<file path="config.mk">
export PLATFORM = sky130hd
export DESIGN_NAME = next_permutation_enumerator
export DESIGN_NICKNAME = d
export VERILOG_FILES = /design/src/sv/npe_pkg.sv /design/src/sv/npe_ctrl.sv /design/src/sv/npe_dp.sv /design/src/sv/next_permutation_enumerator.sv
export SDC_FILE = /design/constraint.sdc
export NUM_CORES = 1
export LEC_CHECK = 0
export BUFFER_PORTS_ARGS = -buffer_cell sky130_fd_sc_hd__buf_2
export CAP_MARGIN = 25
export CORE_MARGIN = 2
export CORE_UTILIZATION = 62
export DETAILED_ROUTE_END_ITERATION = 8
export PLACE_DENSITY = 0.78
export SYNTH_ARGS = -nofsm -noshare
export SYNTH_HDL_FRONTEND = slang
export SYNTH_SLANG_ARGS = --single-unit
</file>
<file path="constraint.sdc">
create_clock -name clk -period 5.7 [get_ports clk]
set_input_delay 0.57 -clock clk [delete_from_list [all_inputs] [get_ports clk]]
set_output_delay 0.57 -clock clk [all_outputs]
set_load 0.05 [all_outputs]
</file>
<file path="src/sv/npe_pkg.sv">
// ----------------------------------------------------------------------------
// npe_pkg
// Opcodes and controller/datapath interface types for the permutation
// enumerator.
// ----------------------------------------------------------------------------
package npe_pkg;

	localparam logic [1:0] OP_CLEAR  = 2'd0;
	localparam logic [1:0] OP_APPEND = 2'd1;
	localparam logic [1:0] OP_EMIT   = 2'd2;

	typedef enum logic [1:0] {
		RA_K  = 2'd0,
		RA_LO = 2'd1,
		RA_HI = 2'd2
	} ra_sel_t;

	typedef struct packed {
		logic    len_clr;
		logic    len_app;
		logic    emit_init;
		logic    out_load;
		logic    out_empty;
		logic    k_inc;
		logic    k_dec;
		ra_sel_t ra_sel;
		logic    wr_piv;
		logic    wr_k;
		logic    rev_init_next;
		logic    rev_init_all;
		logic    tmp_load;
		logic    wr_lo;
		logic    wr_hi;
		logic    rev_step;
	} cmd_t;

	typedef struct packed {
		logic len_zero;
		logic out_free;
		logic k_last;
		logic asc_now;
		logic found;
		logic rev_done;
	} sts_t;

endpackage

</file>
<file path="src/sv/npe_ctrl.sv">
// ----------------------------------------------------------------------------
// npe_ctrl
// Sequencer: input transactions, emit streaming, successor search, swap and
// suffix reversal.
// ----------------------------------------------------------------------------
module npe_ctrl (
	input  logic          clk,
	input  logic          arst_n,
	input  logic          in_valid,
	output logic          in_ready,
	input  logic [1:0]    opcode,
	input  npe_pkg::sts_t sts,
	output npe_pkg::cmd_t cmd
);
	import npe_pkg::*;

	typedef enum logic [10:0] {
		S_IDLE  = 11'b000_0000_0001,
		S_EMPTY = 11'b000_0000_0010,
		S_RD    = 11'b000_0000_0100,
		S_ST    = 11'b000_0000_1000,
		S_FR    = 11'b000_0001_0000,
		S_FC    = 11'b000_0010_0000,
		S_SW    = 11'b000_0100_0000,
		S_RV0   = 11'b000_1000_0000,
		S_RV1   = 11'b001_0000_0000,
		S_RV2   = 11'b010_0000_0000,
		S_RV3   = 11'b100_0000_0000
	} state_t;

	state_t state_q, state_d;

	always_ff @(posedge clk or negedge arst_n) begin
		if (!arst_n) begin
			state_q <= S_IDLE;
		end else begin
			state_q <= state_d;
		end
	end

	always_comb begin
		state_d  = state_q;
		cmd      = '0;
		cmd.ra_sel = RA_K;
		in_ready = 1'b0;
		case (state_q)
			S_IDLE: begin
				in_ready = 1'b1;
				if (in_valid) begin
					case (opcode)
						OP_CLEAR:  cmd.len_clr = 1'b1;
						OP_APPEND: cmd.len_app = 1'b1;
						OP_EMIT: begin
							if (sts.len_zero) begin
								state_d = S_EMPTY;
							end else begin
								cmd.emit_init = 1'b1;
								state_d = S_RD;
							end
						end
						default: ;
					endcase
				end
			end
			S_EMPTY: begin
				if (sts.out_free) begin
					cmd.out_empty = 1'b1;
					state_d = S_IDLE;
				end
			end
			S_RD: begin
				state_d = S_ST;
			end
			S_ST: begin
				if (sts.out_free) begin
					cmd.out_load = 1'b1;
					if (sts.k_last) begin
						if (sts.asc_now) begin
							state_d = S_FR;
						end else begin
							cmd.rev_init_all = 1'b1;
							state_d = S_RV0;
						end
					end else begin
						cmd.k_inc = 1'b1;
						state_d = S_RD;
					end
				end
			end
			S_FR: begin
				state_d = S_FC;
			end
			S_FC: begin
				if (sts.found) begin
					cmd.wr_piv = 1'b1;
					state_d = S_SW;
				end else begin
					cmd.k_dec = 1'b1;
					state_d = S_FR;
				end
			end
			S_SW: begin
				cmd.wr_k = 1'b1;
				cmd.rev_init_next = 1'b1;
				state_d = S_RV0;
			end
			S_RV0: begin
				cmd.ra_sel = RA_LO;
				if (sts.rev_done) begin
					state_d = S_IDLE;
				end else begin
					state_d = S_RV1;
				end
			end
			S_RV1: begin
				cmd.ra_sel = RA_HI;
				cmd.tmp_load = 1'b1;
				state_d = S_RV2;
			end
			S_RV2: begin
				cmd.wr_lo = 1'b1;
				state_d = S_RV3;
			end
			S_RV3: begin
				cmd.wr_hi = 1'b1;
				cmd.rev_step = 1'b1;
				state_d = S_RV0;
			end
			default: begin
				state_d = S_IDLE;
			end
		endcase
	end

endmodule

</file>
<file path="src/sv/npe_dp.sv">
// ----------------------------------------------------------------------------
// npe_dp
// Byte store, length and index registers, pivot tracking and the output
// register.
// ----------------------------------------------------------------------------
module npe_dp #(
	parameter int MAX_LEN = 16
) (
	input  logic          clk,
	input  logic          arst_n,
	input  npe_pkg::cmd_t cmd,
	output npe_pkg::sts_t sts,
	input  logic [7:0]    in_byte,
	output logic          out_valid,
	input  logic          out_ready,
	output logic [7:0]    out_byte,
	output logic          is_last,
	output logic          is_empty,
	output logic          has_next
);
	import npe_pkg::*;

	localparam int AW = (MAX_LEN > 1) ? $clog2(MAX_LEN) : 1;
	localparam int LW = $clog2(MAX_LEN + 1);

	logic [7:0]    mem [MAX_LEN];
	logic [7:0]    rdata_q;
	logic [AW-1:0] raddr;

	logic [LW-1:0] len_q;
	logic [LW-1:0] len_m1;
	logic [AW-1:0] k_q, lo_q, hi_q, piv_q;
	logic [7:0]    prev_q, pivval_q, tmp_q;
	logic          asc_q;
	logic          asc_here;

	logic          ov_q;
	logic [7:0]    ob_q;
	logic          last_q, empty_q, next_q;

	logic          we;
	logic [AW-1:0] waddr;
	logic [7:0]    wdata;

	assign len_m1   = len_q - LW'(1);
	assign asc_here = (k_q != '0) && (prev_q < rdata_q);

	assign sts.len_zero = (len_q == '0);
	assign sts.out_free = !ov_q || out_ready;
	assign sts.k_last   = (k_q == len_m1[AW-1:0]);
	assign sts.asc_now  = asc_q || asc_here;
	assign sts.found    = (rdata_q > pivval_q);
	assign sts.rev_done = (lo_q >= hi_q);

	always_comb begin
		case (cmd.ra_sel)
			RA_K:    raddr = k_q;
			RA_LO:   raddr = lo_q;
			RA_HI:   raddr = hi_q;
			default: raddr = k_q;
		endcase
	end

	always_comb begin
		we    = 1'b0;
		waddr = k_q;
		wdata = rdata_q;
		if (cmd.len_app && (len_q != LW'(MAX_LEN))) begin
			we    = 1'b1;
			waddr = len_q[AW-1:0];
			wdata = in_byte;
		end else if (cmd.wr_piv) begin
			we    = 1'b1;
			waddr = piv_q;
			wdata = rdata_q;
		end else if (cmd.wr_k) begin
			we    = 1'b1;
			waddr = k_q;
			wdata = pivval_q;
		end else if (cmd.wr_lo) begin
			we    = 1'b1;
			waddr = lo_q;
			wdata = rdata_q;
		end else if (cmd.wr_hi) begin
			we    = 1'b1;
			waddr = hi_q;
			wdata = tmp_q;
		end
	end

	always_ff @(posedge clk) begin
		if (we) begin
			mem[waddr] <= wdata;
		end
		rdata_q <= mem[raddr];
	end

	always_ff @(posedge clk or negedge arst_n) begin
		if (!arst_n) begin
			len_q <= '0;
			ov_q  <= 1'b0;
			asc_q <= 1'b0;
		end else begin
			if (cmd.len_clr) begin
				len_q <= '0;
			end else if (cmd.len_app && (len_q != LW'(MAX_LEN))) begin
				len_q <= len_q + LW'(1);
			end
			if (cmd.out_load || cmd.out_empty) begin
				ov_q <= 1'b1;
			end else if (out_ready) begin
				ov_q <= 1'b0;
			end
			if (cmd.emit_init) begin
				asc_q <= 1'b0;
			end else if (cmd.out_load && asc_here) begin
				asc_q <= 1'b1;
			end
		end
	end

	always_ff @(posedge clk) begin
		if (cmd.emit_init) begin
			k_q <= '0;
		end else if (cmd.k_inc) begin
			k_q <= k_q + AW'(1);
		end else if (cmd.k_dec) begin
			k_q <= k_q - AW'(1);
		end
		if (cmd.out_load) begin
			prev_q <= rdata_q;
			if (asc_here) begin
				piv_q    <= k_q - AW'(1);
				pivval_q <= prev_q;
			end
		end
		if (cmd.rev_init_all) begin
			lo_q <= '0;
			hi_q <= len_m1[AW-1:0];
		end else if (cmd.rev_init_next) begin
			lo_q <= piv_q + AW'(1);
			hi_q <= len_m1[AW-1:0];
		end else if (cmd.rev_step) begin
			lo_q <= lo_q + AW'(1);
			hi_q <= hi_q - AW'(1);
		end
		if (cmd.tmp_load) begin
			tmp_q <= rdata_q;
		end
		if (cmd.out_load) begin
			ob_q    <= rdata_q;
			last_q  <= sts.k_last;
			empty_q <= 1'b0;
			next_q  <= sts.k_last && sts.asc_now;
		end else if (cmd.out_empty) begin
			ob_q    <= '0;
			last_q  <= 1'b1;
			empty_q <= 1'b1;
			next_q  <= 1'b0;
		end
	end

	assign out_valid = ov_q;
	assign out_byte  = ob_q;
	assign is_last   = last_q;
	assign is_empty  = empty_q;
	assign has_next  = next_q;

endmodule

</file>
<file path="src/sv/next_permutation_enumerator.sv">
// ----------------------------------------------------------------------------
// next_permutation_enumerator
// Clear/append: one transaction per cycle while idle. Emit of n bytes: each byte
// is read in RD and loaded into the output register in ST once it is free; an empty
// store gives one empty beat. Then the successor search (FR/FC per compare), the
// swap (SW) and the reversal (RV0 to RV3 per swapped pair, RV0 to finish) run.
// One emit at a time; a new transaction is taken once the store is back in
// place. Reset: length zero, sequencer idle, store contents undefined.
// ----------------------------------------------------------------------------
module next_permutation_enumerator #(
	parameter int MAX_LEN = 16
) (
	input  logic       clk,
	input  logic       arst_n,
	input  logic       in_valid,
	output logic       in_ready,
	input  logic [1:0] opcode,
	input  logic [7:0] in_byte,
	output logic       out_valid,
	input  logic       out_ready,
	output logic [7:0] out_byte,
	output logic       is_last,
	output logic       is_empty,
	output logic       has_next
);
	import npe_pkg::*;

	cmd_t cmd;
	sts_t sts;

	npe_ctrl u_ctrl (
		.clk      (clk),
		.arst_n   (arst_n),
		.in_valid (in_valid),
		.in_ready (in_ready),
		.opcode   (opcode),
		.sts      (sts),
		.cmd      (cmd)
	);

	npe_dp #(
		.MAX_LEN (MAX_LEN)
	) u_dp (
		.clk       (clk),
		.arst_n    (arst_n),
		.cmd       (cmd),
		.sts       (sts),
		.in_byte   (in_byte),
		.out_valid (out_valid),
		.out_ready (out_ready),
		.out_byte  (out_byte),
		.is_last   (is_last),
		.is_empty  (is_empty),
		.has_next  (has_next)
	);

endmodule

</file>
==> results_dict.tcl, run 1 <==
set metrics [dict create \
    drive_above_1_share_pct 18.5 \
    fin_cells 880 \
    slew_headroom_pct 40.1 \
    grt_max_degree 33 \
    yosys-top-cells-area "edfxtp_1 55%, mux4_2 7.7%, dfrtp_1 4.6%" \
    crit_arrival_ps 4420 \
    maxCapViolations 0 \
    critPathRequiredTime_ps 6070 \
    fp.dieW_um 127 \
    dr_total_vias 5595 \
    h-tree-depth 1 \
    clockBufferDepth 3 \
    via_per_inst 6.36 \
    cts_made_buffers 21 \
    tns_ps 0 \
    postCtsSetupBuffers 0 \
    irDropWorstVdd_mv 0.310 \
    ios 27 \
    antenna_found_initial 0 \
    final_antenna_net_count 0 \
    finalPower_mw 4.78 \
    syn-cell-area_mm2 0.00934 \
    port_buffers 26 \
    grt_pass1_vias 5656 \
    power_density_mw_per_mm2 460 \
    core_region_area_mm2 0.0146 \
    grt-ovfl-total 0 \
    cts_sinks 205 \
    area_growth_pct 11.2 \
    yosysMostFrequentCell "edfxtp_1" \
    ctsResizeCount 0 \
    final.period_utilization_pct 71.1 \
    synth_flop_cell "edfxtp_1" \
    first_iter_violations 693 \
    finalCriticalPeriod_ps 4050 \
    synth.distinct_cells 66 \
    syn_nets 697 \
    synth-seq-area-share_pct 63.1 \
    finalSetupViolCount 0 \
    gp_congestion 0.931 \
    grt_pass1_wl_um 31700 \
    rows 44 \
    status "finished clean" \
    die-area_mm2 0.0161 \
    slew_violations 0 \
    wl_per_cell_um 22.7 \
    diodes 0 \
    worst_hold_path_type "input pin to asynchronous set/reset pin" \
    cts_root_buf "clkbuf_16" \
    worst_setup_path_start_kind "flop" \
    tritoncts "yes" \
    whs_ps 4.22 \
    p_leak_nw 3.89 \
    worstSetupStartpoint "u_ctrl.state_q[3]$_DFFE_PN0P_" \
    die_y_um 127 \
    nNetsFinal 726 \
    post-route-cell-area_mm2 0.0104 \
    synth_common_cells "170 x edfxtp_1, 43 x nand2_1, 42 x nor2_1" \
    fin_skew_ps 11.5 \
    drc_errors 0 \
    rsz0062_at_grt "no" \
    path_clk_slew_ps 70 \
    place_hpwl_um 13500 \
    pre_cts_ws_ps 1650 \
    synth_edf_count 170 \
    clock_latency_ps 500 \
    start_util_pct 63.8 \
    cp_max_fo 32 \
    syn_area_per_cell_um2 14.3 \
    yosys.area.top_type_share_pct 54.7 \
    max_freq_mhz 247 \
    totalWireLength_um 20000 \
    ys_seq_elements 205 \
    synth_cells 653 \
    post-place-cells 843 \
    yosys.area.top_type "edfxtp_1" \
    hold_violations 0 \
    yosysWarningCount 0 \
    post-route-util_pct 70.9 \
    path_class "flop to flop" \
    reg2reg_depth 11 \
    grt_usage_pct 25.9 \
    dpl_cell_area_mm2 0.00972 \
    setup_ws_ps 1650 \
    rr_startpoint "u_ctrl.state_q[3]$_DFFE_PN0P_" \
    first_pass_iters 6 \
    cts_hold_repair.buffers 0 \
    tightest_slew_ps 895 \
    synthArstFlopShare_pct 8.78 \
    cp-end-kind "flop" \
]
routing by layer:
layer	GRT usage (%)	part of all wire (%)	vias to the layer above
li1	-	-	2533
met3	3.75	6.8	41
met1	35.5	40	2779
met2	44.3	50	242
met5	0	0	-
met4	7.05	2.5	0
placed cells by master, fill, tap and decap left out, types with 7 or more instances in the layout:
master     count
edfxtp_1     170
nand2_1       43
nor2_1        42
mux4_2        32
inv_1         32
ha_1          30
buf_2         26
clkbuf_16     21
o21ai_0       19
and2_1        17
dfrtp_1       17
dfxtp_1       17
nor3_1        16
xnor2_1       14
mux2i_1       13
buf_4         13
mux2_2        10
xor2_1        10
nand4_1        9
a21oi_1        8
nand2b_1       8
a222oi_1       8
a22oi_1        7
cells by family (layout without fill, tap and decap cells):
group	Yosys count	after routing	synth area share (%)
adders and majority gates	30	30	4.02
xor gates and xnor gates	25	25	2.49
buffers and inverters	69	112	2.97
DFF	205	205	63.1
and+or+nand+nor	191	191	11.1
muxes	55	55	10.3
AOI/OAI and AO/OA	78	78	5.97
registers in the layout (all words and copies together) (netlist names):
signal          cells
u_dp.hi_q           4
u_dp.piv_q          4
u_dp.k_q            4
u_dp.out_valid      1
u_ctrl.state_q     11
u_dp.is_empty       1
u_dp.rdata_q        8
u_dp.lo_q           4
u_dp.mem          128
u_dp.tmp_q          8
u_dp.has_next       1
u_dp.is_last        1
u_dp.out_byte       8
u_dp.len_q          5
u_dp.pivval_q       8
u_dp.asc_q          1
u_dp.prev_q         8
path summary, 6_finish.rpt:
| check | slack [ps] | to |
|---|---|---|
| worst max register to register | 1650 | u_dp.rdata_q[5]$_DFF_P_ |
| worst min register to register | 450 | u_dp.pivval_q[0]$_DFFE_PP_ |
| worst max-delay path | 1650 | u_dp.rdata_q[5]$_DFF_P_ |
| min in group clk | 420 | u_dp.out_valid$_DFFE_PN0P_ |
| worst min-delay path | 4 | u_ctrl.state_q[8]$_DFFE_PN0P_ |
| max in group asynchronous | 5360 | u_ctrl.state_q[0]$_DFFE_PN1P_ |
critical path, cell delays in order, from the launching register on:
cell	delay [ps]
dfrtp_1	460
or4_1	710
nor3_1	180
nand3_1	210
ha_1	550
nor2_1	140
a21oi_4	120
buf_4	530
mux4_2	590
mux2_2	280
nand2_1	60
o21ai_0	80
power breakdown:
group	switching (mW)	internal [mW]	total [mW]	leakage, nW
Clock	0.560	0.782	1.34	0.316
Combinational	0.818	0.538	1.36	1.65
Sequential	0.177	1.90	2.08	1.93
Total	1.55	3.22	4.78	3.89
layout make-up:
class	instances	area (µm²)
Multi-Input combinational cell	379	3190
Clock inverter	11	113
Timing Repair Buffer	41	270
Sequential cell	205	5900
Clock buffer	26	554
Tap cell	184	230
Fill cell	953	4260
Inverter	34	129
No activity file was read; power rests on OpenSTA's default activity.
==> run 2: changes to the inputs <==
CORE_UTILIZATION = 56   (was 62)
PLACE_DENSITY = 0.75   (was 0.78)
clock period = 3.4 ns   (was 5.7 ns; I/O delays follow)
==> run 2 against run 1 <==
  * Power grew 86%
  * Register-to-register slack lost 1600 ps
  * Worst hold slack gained 210 ps
  * Final area grew 9.5%
  * Clock power grew 96%
  * Combinational power grew 110%
  * Fmax grew 20%
  * Clock-buffer cell count grew 3
  * Routed wire length grew 9.5%
  * Critical path type unchanged
  * Critical endpoint is now u_dp.mem[8][3]$_DFFE_PP_
  * Largest cell class unchanged
  * Largest power group unchanged
==> results_dict.tcl, run 2 (synthesis results as in run 1) <==
set metrics [dict create \
    status "finished clean" \
    start_util_pct 56.7 \
    cts_root_buf "clkbuf_16" \
    worst_setup_path_start_kind "flop" \
    grt_pass1_vias 5905 \
    slew_headroom_pct 51.8 \
    post-route-util_pct 69.1 \
    critPathRequiredTime_ps 3600 \
    cp_max_fo 8 \
    port_buffers 26 \
    path_clk_slew_ps 60 \
    dpl_cell_area_mm2 0.0103 \
    ios 27 \
    cts_made_buffers 22 \
    worst_hold_path_type "input pin to flop" \
    drc_errors 0 \
    grt_pass1_wl_um 33400 \
    nNetsFinal 794 \
    clockBufferDepth 3 \
    dr_total_vias 5953 \
    place_hpwl_um 14600 \
    antenna_found_initial 0 \
    core_region_area_mm2 0.0165 \
    grt-ovfl-total 0 \
    cp-end-kind "flop" \
    post-place-cells 928 \
    post-route-cell-area_mm2 0.0114 \
    diodes 0 \
    final_antenna_net_count 0 \
    fin_skew_ps 12.5 \
    finalSetupViolCount 0 \
    top_register "u_dp.mem" \
    fin_cells 986 \
    pre_cts_ws_ps -125 \
    largest_register_ffs 128 \
    grt_max_degree 33 \
    tightest_slew_ps 723 \
    mostFrequentLayoutCells "170 x edfxtp_1, 62 x buf_4, 42 x nand2_1, 42 x nor2_1" \
    slew_violations 0 \
    maxCapViolations 0 \
    finalCriticalPeriod_ps 3370 \
    hold_violations 0 \
    final.period_utilization_pct 99.0 \
    first_pass_iters 5 \
    whs_ps 215 \
    area_growth_pct 21.7 \
    die-area_mm2 0.0177 \
    cts_sinks 205 \
    first_iter_violations 608 \
    gp_congestion 0.899 \
    fp.dieW_um 133 \
    final_common_cell "edfxtp_1" \
    path_class "flop to flop" \
    die_y_um 133 \
    crit_arrival_ps 3570 \
    via_per_inst 6.04 \
    reg.largest.list "u_dp.mem: 128 flops, u_ctrl.state_q: 11 flops" \
    h-tree-depth 1 \
    tritoncts "yes" \
    fillers 1068 \
    setup_ws_ps 32.9 \
    clock_latency_ps 500 \
    power_density_mw_per_mm2 782 \
    rsz0062_at_grt "yes" \
    totalWireLength_um 21900 \
    p_leak_nw 4.39 \
    wl_per_cell_um 22.2 \
    grt_usage_pct 24.6 \
    max_freq_mhz 297 \
    irDropWorstVdd_mv 0.619 \
    drive_above_1_share_pct 29.1 \
    rows 47 \
]
[run 2: cell types whose count changed in the layout (fill, tap and decap cells not counted), moves of 3 or more]
| cell | before | now |
|---|---|---|
| nor4_1 | 6 | 3 |
| buf_4 | 13 | 62 |
| buf_6 | 0 | 6 |
| nor3_2 | 0 | 4 |
| buf_12 | 0 | 11 |
| nor3_4 | 0 | 3 |
| nor3_1 | 16 | 9 |
| bufinv_16 | 2 | 5 |
[run 2: path summary, 6_finish.rpt]
| kind | slack (ps) | startpoint | cells after the start | to |
|---|---|---|---|---|
| min reg2reg | 460 | u_dp.prev_q[0]$_DFFE_PP_ | 0 | u_dp.pivval_q[0]$_DFFE_PP_ |
| max | 30 | u_ctrl.state_q[0]$_DFFE_PN1P_ | 10 | u_dp.mem[8][3]$_DFFE_PP_ |
| max reg2reg | 30 | u_ctrl.state_q[0]$_DFFE_PN1P_ | 10 | u_dp.mem[8][3]$_DFFE_PP_ |
| min | 220 | out_ready | 3 | u_dp.out_valid$_DFFE_PN0P_ |
| max in group asynchronous | 2760 | arst_n | 2 | u_ctrl.state_q[0]$_DFFE_PN1P_ |
| min in group asynchronous | 310 | arst_n | 2 | u_dp.len_q[2]$_DFFE_PN0P_ |
[run 2: area by class of cell]
type	instances	area [µm²]	area share, %
Clock buffer	29	618	5.44
Timing Repair Buffer	107	921	8.10
Clock inverter	11	185	1.63
Inverter	34	131	1.16
Tap cell	220	275	2.42
Sequential cell	205	5900	51.9
Multi-Input combinational cell	380	3340	29.4
[run 2: timing repair]
| action | CTS | global route |
|---|---|---|
| setup buffers | 2 | 14 |
| endpoints found under the setup margin | 35 | 136 |
| hold endpoints to repair | 17 | 0 |
| pin swaps | 3 | 14 |
| hold buffers | 1 | 0 |
| cloned | 0 | 1 |
| gates resized for setup | 6 | 30 |
[run 2: per-layer routing]
layer  vias up  track usage (%)  routed length (µm)
met5         -                0                   0
met4         0             7.39                 599
met3        48             4.26                1360
met2       237             42.1               11000
met1      2988             32.7                8940
li1       2680                -                   -
[run 2: stage by stage]
step | total power, mW | TNS, ps
6_report | 8.89 | 0
4_1_cts | 8.70 | 0
5_1_grt | 9.26 | -908
3_5_place_dp | 6.02 | -2010
3_3_place_gp | 5.91 | -648
2_1_floorplan | 5.10 | -8260
[run 2: power by group]
group          total [mW]  switching [mW]  internal, mW  leakage, nW
Combinational        2.86            1.61          1.25         2.08
Sequential           3.40           0.218          3.18         1.93
Clock                2.63           0.973          1.66        0.391
Total                8.89            2.80          6.09         4.39
[run 2: worst max-delay path, stage by stage (launching register included)]
cell and delay, ps:
dfstp_2 370, or4_4 540, buf_6 150, nor4_4 330, nand3b_4 140, or3_4 390, a211oi_4 350, buf_6 170
o21ai_1 90, nor3_1 280, buf_4 250
==> run 3: changes to the inputs <==
CORE_UTILIZATION = 50   (was 56)
CTS_BUF_LIST = sky130_fd_sc_hd__clkbuf_4 sky130_fd_sc_hd__clkbuf_8   (was not set)
PLACE_DENSITY = 0.68   (was 0.75)
==> run 3 against run 2 <==
  * Cell count rose by 1.8%
  * Worst setup slack gained 33 ps
  * Clock-buffer cell count is 17 higher
  * Sequential cell count did not move
  * Critical endpoint is now u_dp.mem[13][1]$_DFFE_PP_
  * Largest power group unchanged
==> results_dict.tcl, run 3 (synthesis results as in run 1) <==
set metrics [dict create \
    crit_arrival_ps 3550 \
    first_iter_violations 495 \
    rows 49 \
    cts_root_buf "clkbuf_8" \
    finalCriticalPeriod_ps 3330 \
    die_y_um 141 \
    pre_cts_ws_ps 40.8 \
    slew_violations 0 \
    met3_usage_pct 4.55 \
    rrSetupSlack_ps 70 \
    rr_startpoint "u_ctrl.state_q[3]$_DFFE_PN0P_" \
    grt_pass1_vias 5885 \
    cts_sinks 205 \
    largest_register_ffs 128 \
    worst_hold_path_type "input pin to flop" \
    grt_busiest_layer "met2" \
    dr_total_vias 5792 \
    hp-start "out_ready" \
    status "finished clean" \
    nNetsFinal 793 \
    irDropWorstVdd_mv 0.395 \
    fillers 1369 \
    slew_headroom_pct 54.0 \
    max_freq_mhz 300 \
    slowest_stage "or4_4" \
    cp-end-kind "flop" \
    max_stage_delay_ps 570 \
    cp_max_fo 8 \
    p_leak_nw 4.26 \
    power_density_mw_per_mm2 741 \
    worstSetupStartpoint "u_ctrl.state_q[3]$_DFFE_PN0P_" \
    setup_ws_ps 66.1 \
    crit_path_frequent_cell "buf_4" \
    core_region_area_mm2 0.0181 \
    place_hpwl_um 14100 \
    fin_skew_ps 25.4 \
    post-route-cell-area_mm2 0.0111 \
    grt_max_degree 21 \
    tns_ps 0 \
    crit_chain "or4_4, buf_4, or3_1, buf_4, nor2_1, o22ai_1, a2111o_1, and2_2, nor3_1, buf_4" \
    grt_use_met1_pct 29.3 \
    path_clk_slew_ps 60 \
    grt_usage_pct 21.1 \
    via_per_inst 5.77 \
    final.period_utilization_pct 98.1 \
    ios 27 \
    hold_violations 0 \
    met2_usage_pct 33.7 \
    hold_depth 3 \
    r2r-end "u_dp.mem[13][1]$_DFFE_PP_" \
    whs_ps 164 \
    drive_above_1_share_pct 29.0 \
    tightest_slew_ps 690 \
    first_pass_iters 5 \
    grt-ovfl-total 0 \
    final_antenna_net_count 0 \
    reg2reg_depth 10 \
    die-area_mm2 0.0198 \
    min_to "u_dp.out_valid$_DFFE_PN0P_" \
    finalPower_mw 8.24 \
    reg.largest.list "u_dp.mem: 128 flops, u_ctrl.state_q: 11 flops" \
    diodes 0 \
    top_register "u_dp.mem" \
    grt_pass1_wl_um 32200 \
    path_class "flop to flop" \
    tritoncts "yes" \
    gp_congestion 0.918 \
    start_util_pct 51.5 \
    h-tree-depth 2 \
    maxCapViolations 0 \
    rsz0062_at_grt "yes" \
    drc_errors 0 \
    final_common_cell "edfxtp_1" \
    wl_per_cell_um 20.5 \
    critPathRequiredTime_ps 3620 \
    finalSetupViolCount 0 \
    antenna_found_initial 0 \
    area_growth_pct 19.1 \
    dpl_cell_area_mm2 0.0103 \
    cts_made_buffers 35 \
    fp.dieW_um 141 \
    mostFrequentLayoutCells "170 x edfxtp_1, 50 x buf_4, 42 x nand2_1, 42 x nor2_1, 35 x clkbuf_8" \
    totalWireLength_um 20600 \
    clockBufferDepth 3 \
    clock_latency_ps 520 \
    port_buffers 26 \
    worst_setup_path_start_kind "flop" \
]
-- run 3: critical path, delay by kind of cell (launching register included) --
kind,cells,cell delay (ps)
buffers and inverters,3,580
AND/OR/NAND/NOR,5,1560
flip-flops,1,380
AO/OA/AOI/OAI,2,510
-- run 3: what timing repair did --
action	in CTS	in global routing
hold buffers	1	0
gates resized for setup	0	20
setup buffers	0	7
hold endpoints to repair	17	0
endpoints found under the setup margin	0	134
-- run 3: area by class of cell --
| cell class | instances | area, µm² | area share [%] |
|---|---|---|---|
| Tap cell | 229 | 287 | 2.58 |
| Timing Repair Buffer | 94 | 838 | 7.54 |
| Sequential cell | 205 | 5900 | 53.0 |
| Clock buffer | 46 | 564 | 5.07 |
| Clock inverter | 17 | 114 | 1.02 |
| Multi-Input combinational cell | 379 | 3290 | 29.6 |
| Inverter | 34 | 131 | 1.18 |
-- run 3: metrics by stage --
step / utilization [%] / instances
after floorplan: - / 653
after global placement: 56.6 / 932
after detailed placement: 56.6 / 932
after CTS: 60.4 / 996
after global routing: 61.3 / 1004
final: 61.3 / 1004
-- run 3: where the power goes --
| group | switching, mW | internal [mW] |
|---|---|---|
| Clock | 0.953 | 1.17 |
| Sequential | 0.190 | 3.19 |
| Combinational | 1.57 | 1.17 |
| Total | 2.71 | 5.53 |
-- run 3: worst max path at each step --
stage | cells past startpoint | to
after floorplan | 10 | u_dp.mem[12][0]$_DFFE_PP_
after global placement | 10 | u_dp.mem[12][6]$_DFFE_PP_
after detailed placement | 10 | u_dp.mem[13][5]$_DFFE_PP_
after CTS | 11 | u_dp.rdata_q[6]$_DFF_P_
after global routing | 10 | u_dp.mem[6][0]$_DFFE_PP_
final | 10 | u_dp.mem[13][1]$_DFFE_PP_
-- run 3: metal layers --
layer	vias up	wire length, µm
met3	39	1320
met1	2872	9200
met4	0	452
met5	-	0
met2	193	9600
li1	2688	-
